<file path="config.mk">
export PLATFORM = sky130hd
export DESIGN_NAME = reply_frame_deframer_crc16_unit
export DESIGN_NICKNAME = d
export VERILOG_FILES = /design/src/rfd_pkg.sv /design/src/rfd_in_stage.sv /design/src/rfd_core.sv /design/src/reply_frame_deframer_crc16_unit.sv
export SDC_FILE = /design/constraint.sdc
export NUM_CORES = 1
export LEC_CHECK = 0
export ABC_AREA = 1
export BUFFER_PORTS_ARGS = -buffer_cell sky130_fd_sc_hd__buf_2
export CAP_MARGIN = 20
export CORE_ASPECT_RATIO = 1.5
export CORE_MARGIN = 10
export CORE_UTILIZATION = 55
export CTS_CLUSTER_DIAMETER = 40
export DETAILED_ROUTE_END_ITERATION = 16
export GPL_TIMING_DRIVEN = 0
export HOLD_SLACK_MARGIN = 0.12
export PLACE_DENSITY = 0.74
export SYNTH_ARGS = -nofsm -noshare
export SYNTH_HDL_FRONTEND = slang
export SYNTH_SLANG_ARGS = --single-unit
</file>
<file path="constraint.sdc">
create_clock -name clk -period 2.2 [get_ports clk]
set_input_delay 0.11 -clock clk [delete_from_list [all_inputs] [get_ports clk]]
set_output_delay 0.11 -clock clk [all_outputs]
set_load 0.03 [all_outputs]
</file>
<file path="src/rfd_pkg.sv">
// ----------------------------------------------------------------------------
// rfd_pkg
// Shared types, codes and the bytewise CRC-16 update for the reply deframer.
// ----------------------------------------------------------------------------
`default_nettype none

package rfd_pkg;

  localparam logic [7:0]  START_BYTE_RESET = 8'hF2;
  localparam logic [15:0] CRC_POLY         = 16'h1021;
  localparam logic [15:0] CRC_TOP          = 16'h8000;
  localparam logic [15:0] CRC_INIT         = 16'h0000;

  // Input function codes
  typedef enum logic {
    FUNC_BYTE    = 1'b0,
    FUNC_TIMEOUT = 1'b1
  } rfd_func_t;

  // Result kinds
  typedef enum logic [1:0] {
    KIND_PAYLOAD = 2'd0,
    KIND_GOOD    = 2'd1,
    KIND_CRC_ERR = 2'd2,
    KIND_TIMEOUT = 2'd3
  } rfd_kind_t;

  // Frame phases, one-hot
  typedef enum logic [5:0] {
    PH_HUNT   = 6'b000001,
    PH_LEN_HI = 6'b000010,
    PH_LEN_LO = 6'b000100,
    PH_DATA   = 6'b001000,
    PH_CRC_HI = 6'b010000,
    PH_CRC_LO = 6'b100000
  } rfd_phase_t;

  // One input word as held in the input register
  typedef struct packed {
    rfd_func_t  func;
    logic [7:0] rx_byte;
  } rfd_item_t;

  // One result word
  typedef struct packed {
    rfd_kind_t  kind;
    logic [7:0] value;
  } rfd_result_t;

  // CRC-16, MSB first, one byte folded in over eight bit steps
  function automatic logic [15:0] crc_add(input logic [15:0] crc, input logic [7:0] b);
    logic [15:0] c;
    logic [15:0] d;
    c = crc;
    d = {b, 8'h00};
    for (int k = 0; k < 8; k++) begin
      if (((c ^ d) & CRC_TOP) != 16'h0000) begin
        c = {c[14:0], 1'b0} ^ CRC_POLY;
      end else begin
        c = {c[14:0], 1'b0};
      end
      d = {d[14:0], 1'b0};
    end
    return c;
  endfunction

endpackage

`default_nettype wire

</file>
<file path="src/rfd_in_stage.sv">
// ----------------------------------------------------------------------------
// rfd_in_stage
// Input register: captures one word per cycle unless stalled, holds it until the core takes it.
// ----------------------------------------------------------------------------
`default_nettype none

module rfd_in_stage (
  input  wire logic               clk,
  input  wire logic               rst_n,
  input  wire logic               in_valid,
  output logic                    in_stall,
  input  wire logic               in_func,
  input  wire logic [7:0]         in_rx_byte,
  input  wire logic               take,
  output logic                    item_valid,
  output rfd_pkg::rfd_item_t      item
);
  import rfd_pkg::*;

  logic      item_valid_r;
  rfd_item_t item_r;
  logic      load;

  // Refill when empty or when the held word leaves this cycle
  assign load     = !item_valid_r || take;
  assign in_stall = !load;

  always_ff @(posedge clk) begin
    if (!rst_n) begin
      item_valid_r <= 1'b0;
    end else if (load) begin
      item_valid_r <= in_valid;
    end
  end

  always_ff @(posedge clk) begin
    if (load && in_valid) begin
      item_r.func    <= rfd_func_t'(in_func);
      item_r.rx_byte <= in_rx_byte;
    end
  end

  assign item_valid = item_valid_r;
  assign item       = item_r;

endmodule

`default_nettype wire

</file>
<file path="src/rfd_core.sv">
// ----------------------------------------------------------------------------
// rfd_core
// Frame state machine, running CRC and result generation for one word.
// ----------------------------------------------------------------------------
`default_nettype none

module rfd_core (
  input  wire logic                clk,
  input  wire logic                rst_n,
  input  wire logic [7:0]          start_byte,
  input  wire logic                item_valid,
  input  wire rfd_pkg::rfd_item_t  item,
  input  wire logic                out_free,
  output logic                     take,
  output logic                     res_valid,
  output rfd_pkg::rfd_result_t     res
);
  import rfd_pkg::*;

  rfd_phase_t  phase_r, phase_nxt;
  logic [7:0]  bytes_left_r, bytes_left_nxt;
  logic [7:0]  payload_count_r, payload_count_nxt;
  logic [15:0] running_crc_r, running_crc_nxt;
  logic [7:0]  crc_high_r, crc_high_nxt;
  logic [15:0] crc_step;
  logic [7:0]  left_dec;

  assign take     = item_valid && out_free;
  assign crc_step = crc_add(running_crc_r, item.rx_byte);
  assign left_dec = bytes_left_r - 8'd1;

  always_comb begin
    phase_nxt         = phase_r;
    bytes_left_nxt    = bytes_left_r;
    payload_count_nxt = payload_count_r;
    running_crc_nxt   = running_crc_r;
    crc_high_nxt      = crc_high_r;
    res_valid         = 1'b0;
    res.kind          = KIND_PAYLOAD;
    res.value         = item.rx_byte;

    if (item.func == FUNC_TIMEOUT) begin
      // Abort a frame in progress; ignore while hunting
      case (phase_r)
        PH_LEN_HI, PH_LEN_LO, PH_DATA, PH_CRC_HI, PH_CRC_LO: begin
          res_valid = 1'b1;
          res.kind  = KIND_TIMEOUT;
          res.value = payload_count_r;
          phase_nxt = PH_HUNT;
        end
        default: begin
          phase_nxt = PH_HUNT;
        end
      endcase
    end else begin
      case (phase_r)
        PH_LEN_HI: begin
          running_crc_nxt = crc_step;
          phase_nxt       = PH_LEN_LO;
        end
        PH_LEN_LO: begin
          running_crc_nxt   = crc_step;
          payload_count_nxt = item.rx_byte;
          bytes_left_nxt    = item.rx_byte;
          phase_nxt         = (item.rx_byte == 8'd0) ? PH_CRC_HI : PH_DATA;
        end
        PH_DATA: begin
          running_crc_nxt = crc_step;
          bytes_left_nxt  = left_dec;
          if (left_dec == 8'd0) begin
            phase_nxt = PH_CRC_HI;
          end
          res_valid = 1'b1;
          res.kind  = KIND_PAYLOAD;
          res.value = item.rx_byte;
        end
        PH_CRC_HI: begin
          crc_high_nxt = item.rx_byte;
          phase_nxt    = PH_CRC_LO;
        end
        PH_CRC_LO: begin
          res_valid = 1'b1;
          res.kind  = ({crc_high_r, item.rx_byte} == running_crc_r) ? KIND_GOOD
                                                                    : KIND_CRC_ERR;
          res.value = payload_count_r;
          phase_nxt = PH_HUNT;
        end
        default: begin
          // Hunt: drop everything but the start byte
          phase_nxt = PH_HUNT;
          if (item.rx_byte == start_byte) begin
            running_crc_nxt   = crc_add(CRC_INIT, item.rx_byte);
            payload_count_nxt = 8'd0;
            bytes_left_nxt    = 8'd0;
            crc_high_nxt      = 8'd0;
            phase_nxt         = PH_LEN_HI;
          end
        end
      endcase
    end
  end

  always_ff @(posedge clk) begin
    if (!rst_n) begin
      phase_r         <= PH_HUNT;
      bytes_left_r    <= 8'd0;
      payload_count_r <= 8'd0;
      running_crc_r   <= CRC_INIT;
      crc_high_r      <= 8'd0;
    end else if (take) begin
      phase_r         <= phase_nxt;
      bytes_left_r    <= bytes_left_nxt;
      payload_count_r <= payload_count_nxt;
      running_crc_r   <= running_crc_nxt;
      crc_high_r      <= crc_high_nxt;
    end
  end

  // A verdict always returns the machine to hunting
  a_verdict_hunts: assert property (@(posedge clk) disable iff (!rst_n)
    take && res_valid && res.kind != KIND_PAYLOAD |=> phase_r == PH_HUNT)
    else $error("verdict did not return to hunt");

  // Payload words only come out of the data phase
  a_payload_in_data: assert property (@(posedge clk) disable iff (!rst_n)
    take && res_valid && res.kind == KIND_PAYLOAD |-> phase_r == PH_DATA)
    else $error("payload word outside data phase");

  // Low length byte loads count and remaining length alike
  a_len_load: assert property (@(posedge clk) disable iff (!rst_n)
    take && item.func == FUNC_BYTE && phase_r == PH_LEN_LO
    |=> payload_count_r == bytes_left_r)
    else $error("length load mismatch");

  // Data phase is never entered with nothing left to pass
  a_data_nonzero: assert property (@(posedge clk) disable iff (!rst_n)
    phase_r == PH_DATA |-> bytes_left_r != 8'd0)
    else $error("data phase with zero bytes left");

endmodule

`default_nettype wire

</file>
<file path="src/reply_frame_deframer_crc16_unit.sv">
// ----------------------------------------------------------------------------
// reply_frame_deframer_crc16_unit
// Deframes start/length/payload/CRC-16 reply frames from a serial byte stream.
// ----------------------------------------------------------------------------
// Usage:
//   Input channel (in_valid / in_stall): one word per received serial event.
//   in_func = 0 carries a received byte in in_rx_byte; in_func = 1 reports a
//   read timeout (in_rx_byte ignored).
//   Result channel (out_valid / out_stall): out_kind 0 passes a payload byte
//   in out_value; kinds 1 (good), 2 (CRC error), 3 (timeout abort) close the
//   frame and carry the payload count in out_value. Not every word gives a result.
//   cfg_wr_en / cfg_wr_data write the start byte; write only while idle.
// Timing:
//   A word accepted into the input register is processed by the state machine
//   and CRC logic once the core takes it, and its result is then registered in
//   the result register. Throughput is one word per cycle while the result
//   register is free (out_stall low or no result waiting); the one-byte CRC
//   update lies between the input and result registers.
// Reset:
//   rst_n (synchronous, active low) empties both registers, returns to hunting
//   for the start byte and loads the start byte with 0xF2.
// Backpressure:
//   While out_stall holds a waiting result, the result register holds; the
//   input register then fills and in_stall rises until the result drains.
// ----------------------------------------------------------------------------
`default_nettype none

module reply_frame_deframer_crc16_unit (
  input  wire logic       clk,
  input  wire logic       rst_n,
  // configuration
  input  wire logic       cfg_wr_en,
  input  wire logic [7:0] cfg_wr_data,
  // input channel
  input  wire logic       in_valid,
  output logic            in_stall,
  input  wire logic       in_func,
  input  wire logic [7:0] in_rx_byte,
  // result channel
  output logic            out_valid,
  input  wire logic       out_stall,
  output logic [1:0]      out_kind,
  output logic [7:0]      out_value
);
  import rfd_pkg::*;

  logic        [7:0] start_byte_r;
  logic              item_valid;
  rfd_item_t         item;
  logic              take;
  logic              res_valid;
  rfd_result_t       res;
  logic              out_free;
  logic              out_valid_r;
  rfd_result_t       out_r;

  // Start byte register; a change takes effect at the next hunt
  always_ff @(posedge clk) begin
    if (!rst_n) begin
      start_byte_r <= START_BYTE_RESET;
    end else if (cfg_wr_en) begin
      start_byte_r <= cfg_wr_data;
    end
  end

  // Input register
  rfd_in_stage u_in_stage (
    .clk        (clk),
    .rst_n      (rst_n),
    .in_valid   (in_valid),
    .in_stall   (in_stall),
    .in_func    (in_func),
    .in_rx_byte (in_rx_byte),
    .take       (take),
    .item_valid (item_valid),
    .item       (item)
  );

  // Result register is free when empty or being drained this cycle
  assign out_free = !out_valid_r || !out_stall;

  // Frame logic
  rfd_core u_core (
    .clk        (clk),
    .rst_n      (rst_n),
    .start_byte (start_byte_r),
    .item_valid (item_valid),
    .item       (item),
    .out_free   (out_free),
    .take       (take),
    .res_valid  (res_valid),
    .res        (res)
  );

  // Result register: load on a processed word, hold while stalled
  always_ff @(posedge clk) begin
    if (!rst_n) begin
      out_valid_r <= 1'b0;
    end else if (out_free) begin
      out_valid_r <= take && res_valid;
    end
  end

  always_ff @(posedge clk) begin
    if (take && res_valid) begin
      out_r <= res;
    end
  end

  assign out_valid = out_valid_r;
  assign out_kind  = out_r.kind;
  assign out_value = out_r.value;

endmodule

`default_nettype wire

</file>
# Word level (Yosys, flattened, before mapping)
# Cells that the tools add are included.
dict set report word_totals {
  in_bits 22
  word_cells 138
  n_memories 0
  latchBits 0
  mem_bits_rw 0
  romBits 0
  regBits 75
  output_inout_bits 12
}
dict set report classes {
  n_bitwise 35
  add_sub_neg 1
  shifts 0
  n_reduce_logical 27
  eq_ne 8
  n_lt_le_gt_ge 0
  muxes 55
  multipliers 0
  n_div 0
}
# cell n
set ops {}
lappend ops {{two-way mux 16 bit} 22}
lappend ops {{bitwise XOR 16 bit} 15}
lappend ops {{two-way mux 13 bit} 16}
lappend ops {{NOT 3 bit} 15}
lappend ops {{one-hot mux 16 bit (2 select lines)} 1}
lappend ops {{one-hot mux 8 bit (2 select lines)} 2}
lappend ops {{two-way mux 10 bit} 3}
lappend ops {{one-hot mux 6 bit (5 select lines)} 1}
lappend ops {{one-hot mux 8 bit (3 select lines)} 1}
lappend ops {{== test 16 bit} 1}
lappend ops {{zero test 8 bit} 2}
lappend ops {{AND reduction 4 bit} 4}
lappend ops {{two-way mux 6 bit} 2}
lappend ops {{== test 8 bit} 1}
lappend ops {{two-way mux 8 bit} 1}
lappend ops {{OR reduction 4 bit} 2}
lappend ops {{subtractor 8 x 1 -> 8 bit (second input constant)} 1}
lappend ops {{== test 6 x 2 -> 1 bit (second input constant)} 1}
lappend ops {{== test 6 x 3 -> 1 bit (second input constant)} 1}
lappend ops {{== test 6 x 4 -> 1 bit (second input constant)} 1}
lappend ops {{== test 6 x 5 -> 1 bit (second input constant)} 1}
lappend ops {{== test 6 bit (second input constant)} 1}
lappend ops {{nonzero test 2 bit} 3}
lappend ops {{OR reduction 3 bit} 2}
lappend ops {{other kinds (12)} 26}

# Logic depth before layout (Yosys ltp)
dict set report logic_depth {
  word_depth 38
  mapped_depth 14
}

# Modules after synthesis
# From an unflattened synthesis, not the netlist that was laid out.
dict set report hier_totals {
  hier_cells 590
  area_unflattened_um2 4231.6
}
# mod n_inst area_each_um2 cells_per_inst
set modules_own_cells {}
lappend modules_own_cells {rfd_core 1 3270.6 517}
lappend modules_own_cells {reply_frame_deframer_crc16_unit 1 640.6 56}
lappend modules_own_cells {rfd_in_stage 1 320.3 17}

# Least setup slack after synthesis
# OpenSTA, ideal clock, no wires.
dict set report synth_timing {
  path_kind {flip-flop to flip-flop}
  from {reg u_core.phase_r[0]}
  to {reg out_r, in the netlist out_kind[0], enable pin}
  path_stages_with_launch 10
  required_ns 1.866
  setup_slack_ns 0.405
  t_arrival_ns 1.461
  cell_sequence {dfxtp_1 > nor2_4 > nand2_2 > nor3_4 > inv_2 > nand3_4 > o21ai_4 > nand2_1 > nand2_1 > inv_1}
}
dict set report synth_via {
  elab_chain_cells 5
  word_cells_on_any_way 11
  classes_between {eq/ne: 5; mux: 3; reduce/logical: 3}
}
# item line_no
set synth_lines {}
lappend synth_lines {{start: declaration} rfd_core.sv:20} ;# rfd_phase_t phase_r, phase_nxt;
lappend synth_lines {{start signal: assignment} rfd_core.sv:111} ;# phase_r <= phase_nxt;
lappend synth_lines {{== test 6 x 2 -> 1 bit, or another cell as far along} rfd_core.sv:44} ;# case (phase_r)
lappend synth_lines {{OR reduction 5 bit (no source line) / OR reduction 2 bit (equally long branches)} n/a}
lappend synth_lines {{two-way mux 1 bit (on tied branches)} {rfd_core.sv:44, rfd_core.sv:56}}
lappend synth_lines {{two-way mux 1 bit *} rfd_core.sv:42} ;# if (item.func == FUNC_TIMEOUT) begin
lappend synth_lines {{logical AND 1 bit *} reply_frame_deframer_crc16_unit.sv:105} ;# if (take && res_valid) begin
lappend synth_lines {{end signal: assignment} reply_frame_deframer_crc16_unit.sv:106} ;# out_r <= res;
lappend synth_lines {{end: declaration} reply_frame_deframer_crc16_unit.sv:55} ;# rfd_result_t out_r;
# Mark *: on every way between the ends. The rest lies on a longest branch, timed or not.
# A chain may end at the register's enable or synchronous reset.

# Worst setup path in the final report
dict set report layout_timing {
  from {reg u_core.phase_r[5]}
  to {reg out_r, in the netlist out_value[7], enable pin}
}
# Same word-level chain as after synthesis.

==> summary.txt <==
Floorplanning
  – Die Wd: ~91 um
  – # IOs: 34
  – Die Y: about 130 um
  – Row cnt: 38
  – Die ar.: 11,600 um^2
  – Core box area: approximately 7300 um^2
  – Initial Util: 0.573

Timing
  – Hold Violations, Final: 0
  – Final Critical Period: around 2.0 ns
  – Worst Skew: 0.0110 ns
  – RSZ-0062 raised after global routing: false
  – Hold_ws: ~0.13 ns
  – Slew HR: 0.601
  – Max-slew violation count: 0
  – Final setup violating endpoints: 0
  – Setup TNS Final: 0 ns
  – Max frequency: ~0.49 GHz
  – Final period util: 0.918
  – Tightest Pin Transition: around 0.59 ns

Drt
  – Via count: 3,749
  – Drt wl/cell: between 10 and 15 um
  – Via density: between 5 and 6
  – Remaining DRCs: 0
  – Post-route ant nets: 0
  – DRT iter0 DRCs: a little under 300
  – Final wirelength: approximately 11,000 um
  – DRT Pass-1 Iters: 5

Critical path
  – Critical-path top delay cell: dfxtp_1
  – WP buf/inv: 1
  – Max stage delay on crit path: 0.46 ns
  – Arr. time, crit path: 2.12 ns
  – Worst-path cell chain: nor2_4 > nand4_4 > nand2_2 > nor2_8 > nand3_4 > o21ai_4 > nand2_1 > nand2_2 > clkinvlp_4
  – Startpoint types: flop
  – CP Data Required Time: 2.30 ns
  – Critical path class: reg2reg
  – Setup crit end kind: flop
  – CP most frequent cell: nand2_2
  – Critical path peak fanout: 8
  – Crit-path leading delay family: simple AND/OR/NAND/NOR gates

Clocking
  – Root buffer cell: clkbuf_8
  – CTS tree: built
  – Clock transition at path regs: ~0.080 ns
  – Post-CTS setup buffer count: 0
  – Bufs on Longest Clock Path: 2
  – H-Tree Depth: 3
  – TritonCTS Buffers: 9
  – Worst-Skew Late Latency: approximately 0.36 ns
  – Num Clock Sinks: between 70 and 80

Logic synthesis
  – Synth top area share: 0.267
  – Most common cell in the netlist: nand2_1
  – Post-Synth XOR/XNOR Area: 0.0898
  – Syn Std Cell Area: 4190 um^2
  – Fraction of registers with async set/reset: 0
  – Seq/Total Area, Yosys: 0.403
  – Mapped Cells: roughly 560
  – YS warnings: 0
  – Number of flops mapped to enable cells by yosys: 19
  – Synth area leaders: dfxtp_1 (27%), edfxtp_1 (14%), nand2_1 (12%), nor2_1 (8.6%), xnor2_1 (6.5%)
  – Top_reg_cell synth: dfxtp_1
  – Synthesized area per cell: 7.46 um^2
  – Compound-Gate Fraction of Synth Area: 0.104
  – Syn_nets: 586
  – Synth cell types: 39
  – FF+latch count, synth: 75
  – Simple-gate share of the synthesized area: 0.316
  – Mux cell area share after synthesis: 0
  – Largest family of logic cells by synthesized area: simple AND/OR/NAND/NOR gates
  – Post-synthesis adder-cell area fraction: 0.00597
  – Synth area leader: dfxtp_1
  – Commonest cells in the netlist: nand2_1 (131), nor2_1 (96), dfxtp_1 (56), inv_1 (49)

Cells and area
  – Nets: 649
  – Post-Layout Inst Area: slightly below 5000 um^2
  – Area growth syn-to-layout: 17.0%
  – Final cell count without fillers: between 700 and 800
  – Share of cells above drive strength 1: 0.163
  – Antenna cell count: 0

Power and ir drop
  – Sw Ratio: 0.249
  – Reg power frac: 0.495
  – Net Sw Power: approximately 0.00073 W
  – Int Power: between 0.002 and 0.0025 W
  – Peak supply drop: between 0.6 and 0.7 mV
  – Power Total: just under 0.003 W
  – Comb pwr share: 0.107
  – Lkg Pwr: about 2.2 nW
  – Pwr/cell area: 600 nW/um^2
  – Clock share of power: 0.397

Placed design
  – DP HPWL: around 8000 um
  – Gp weighted congestion: roughly 0.9
  – IO buf count: 31
  – Placed Area: about 4500 um^2
  – Placed Cells: slightly below 700

GRT
  – Vias in the first global route: approximately 3,700
  – Gr busiest metal: met2
  – Met1 Use GR: 0.179
  – Total grt overflow: 0
  – Global Route met2 Usage: 0.345
  – First-pass GRT wire length: ~17,000 um
  – Initial antenna violation count: 0
  – Largest net degree at the start of global routing: 14
  – All-Layer GR Usage: 0.188
  – M3 GR Usage: 0.0490

Outcome
  – Outcome: complete, no violations

Job
  – Max cap viols: 0

Hold path
  – Hold Path Class: in2reg
cell families (layout without fill, tap and decap cells):
group,after synthesis,after routing
adder cells (fa/ha/maj),2,2
buffers and inverters,75,143
AO/OA/AOI/OAI,75,75
AND/OR/NAND/NOR,292,292
XOR/XNOR,43,43
flip-flops,75,75
placed cells by master, fill, tap and decap left out, types with 2 or more instances in the layout:
master         instances
nand2_1              130
nor2_1                96
dfxtp_1               56
inv_1                 48
buf_2                 36
xnor2_1               31
a21oi_1               31
o21ai_0               30
nand3_1               28
dlygate4sd3_1         20
edfxtp_1              19
xor2_1                12
clkbuf_1               9
clkbuf_8               9
nand2_2                8
o21ai_2                7
nand4_1                6
nor2_4                 5
inv_2                  5
or2_2                  4
buf_6                  4
nor3_1                 4
clkinvlp_4             3
nor3_4                 2
nand3_4                2
buf_4                  2
a21oi_2                2
ha_1                   2
bufinv_16              2
clkinv_4               2
worst paths after layout:
| check | slack, ns | cells after the start | to | startpoint |
|---|---|---|---|---|
| worst max-delay path | 0.18 | 9 | out_value[7] | u_core.phase_r[5] |
| worst min register to register | 0.49 | 2 | u_core.bytes_left_r[7] | u_core.bytes_left_r[7] |
| worst min-delay path | 0.13 | 3 | start_byte_r[6] | cfg_wr_en |
| worst max register to register | 0.18 | 9 | out_value[7] | u_core.phase_r[5] |
cell type report:
| type | count | area [um^2] |
|---|---|---|
| inverters | 55 | 213 |
| plain buffers | 20 | 130 |
| repair inverters | 1 | 7.51 |
| well taps | 100 | 125 |
| repair buffers | 51 | 355 |
| flip-flops and latches | 75 | 1690 |
| fillers | 646 | 2420 |
| multi-input cells | 412 | 2160 |
| clock inverters | 6 | 90.1 |
| clock buffers | 10 | 128 |
metal layers:
metal	wire, um	up-vias
met4	477	0
met5	0	-
met2	5710	102
met3	611	29
li1	-	1910
met1	3960	1708
sequential cells by signal, indices dropped and copies added, names as in the netlist:
register / cells
u_in_stage.item: 9
start_byte_r: 8
u_core.payload_count_r: 8
out_valid: 1
u_core.bytes_left_r: 8
u_core.phase_r: 6
u_core.crc_high_r: 8
out_kind: 2
u_core.running_crc_r: 16
u_in_stage.item_valid: 1
out_value: 8
per-stage QoR:
step | setup slack (ns) | util
3_3_place_gp | 0.0778 | 0.611
5_1_grt | 0.0137 | 0.670
4_1_cts | 0.0180 | 0.668
3_5_place_dp | 0.0373 | 0.611
6_report | 0.180 | 0.670
2_1_floorplan | 0.405 | -
power by group through the flow:
stage	logic [W]	registers [W]	clock network, W
after floorplan	0.000213	0.00149	0
after global placement	0.000278	0.00149	0
after detailed placement	0.000284	0.00149	0
after CTS	0.000312	0.00146	0.00118
after global routing	0.000351	0.00146	0.00124
final	0.000315	0.00146	0.00117
worst register-to-register path, delay by kind of cell, from the launching register on:
kind	cells	cell delay (ns)
compound gates	1	0.15
buf+inv	1	0.19
flops	1	0.46
simple gates	7	0.96
what timing repair did:
item	4_1_cts	5_1_grt
setup endpoints to repair	0	10
gates resized for setup	0	3
hold buffers	20	0
hold endpoints to repair	19	0
Power figures use the tool's default switching activity.
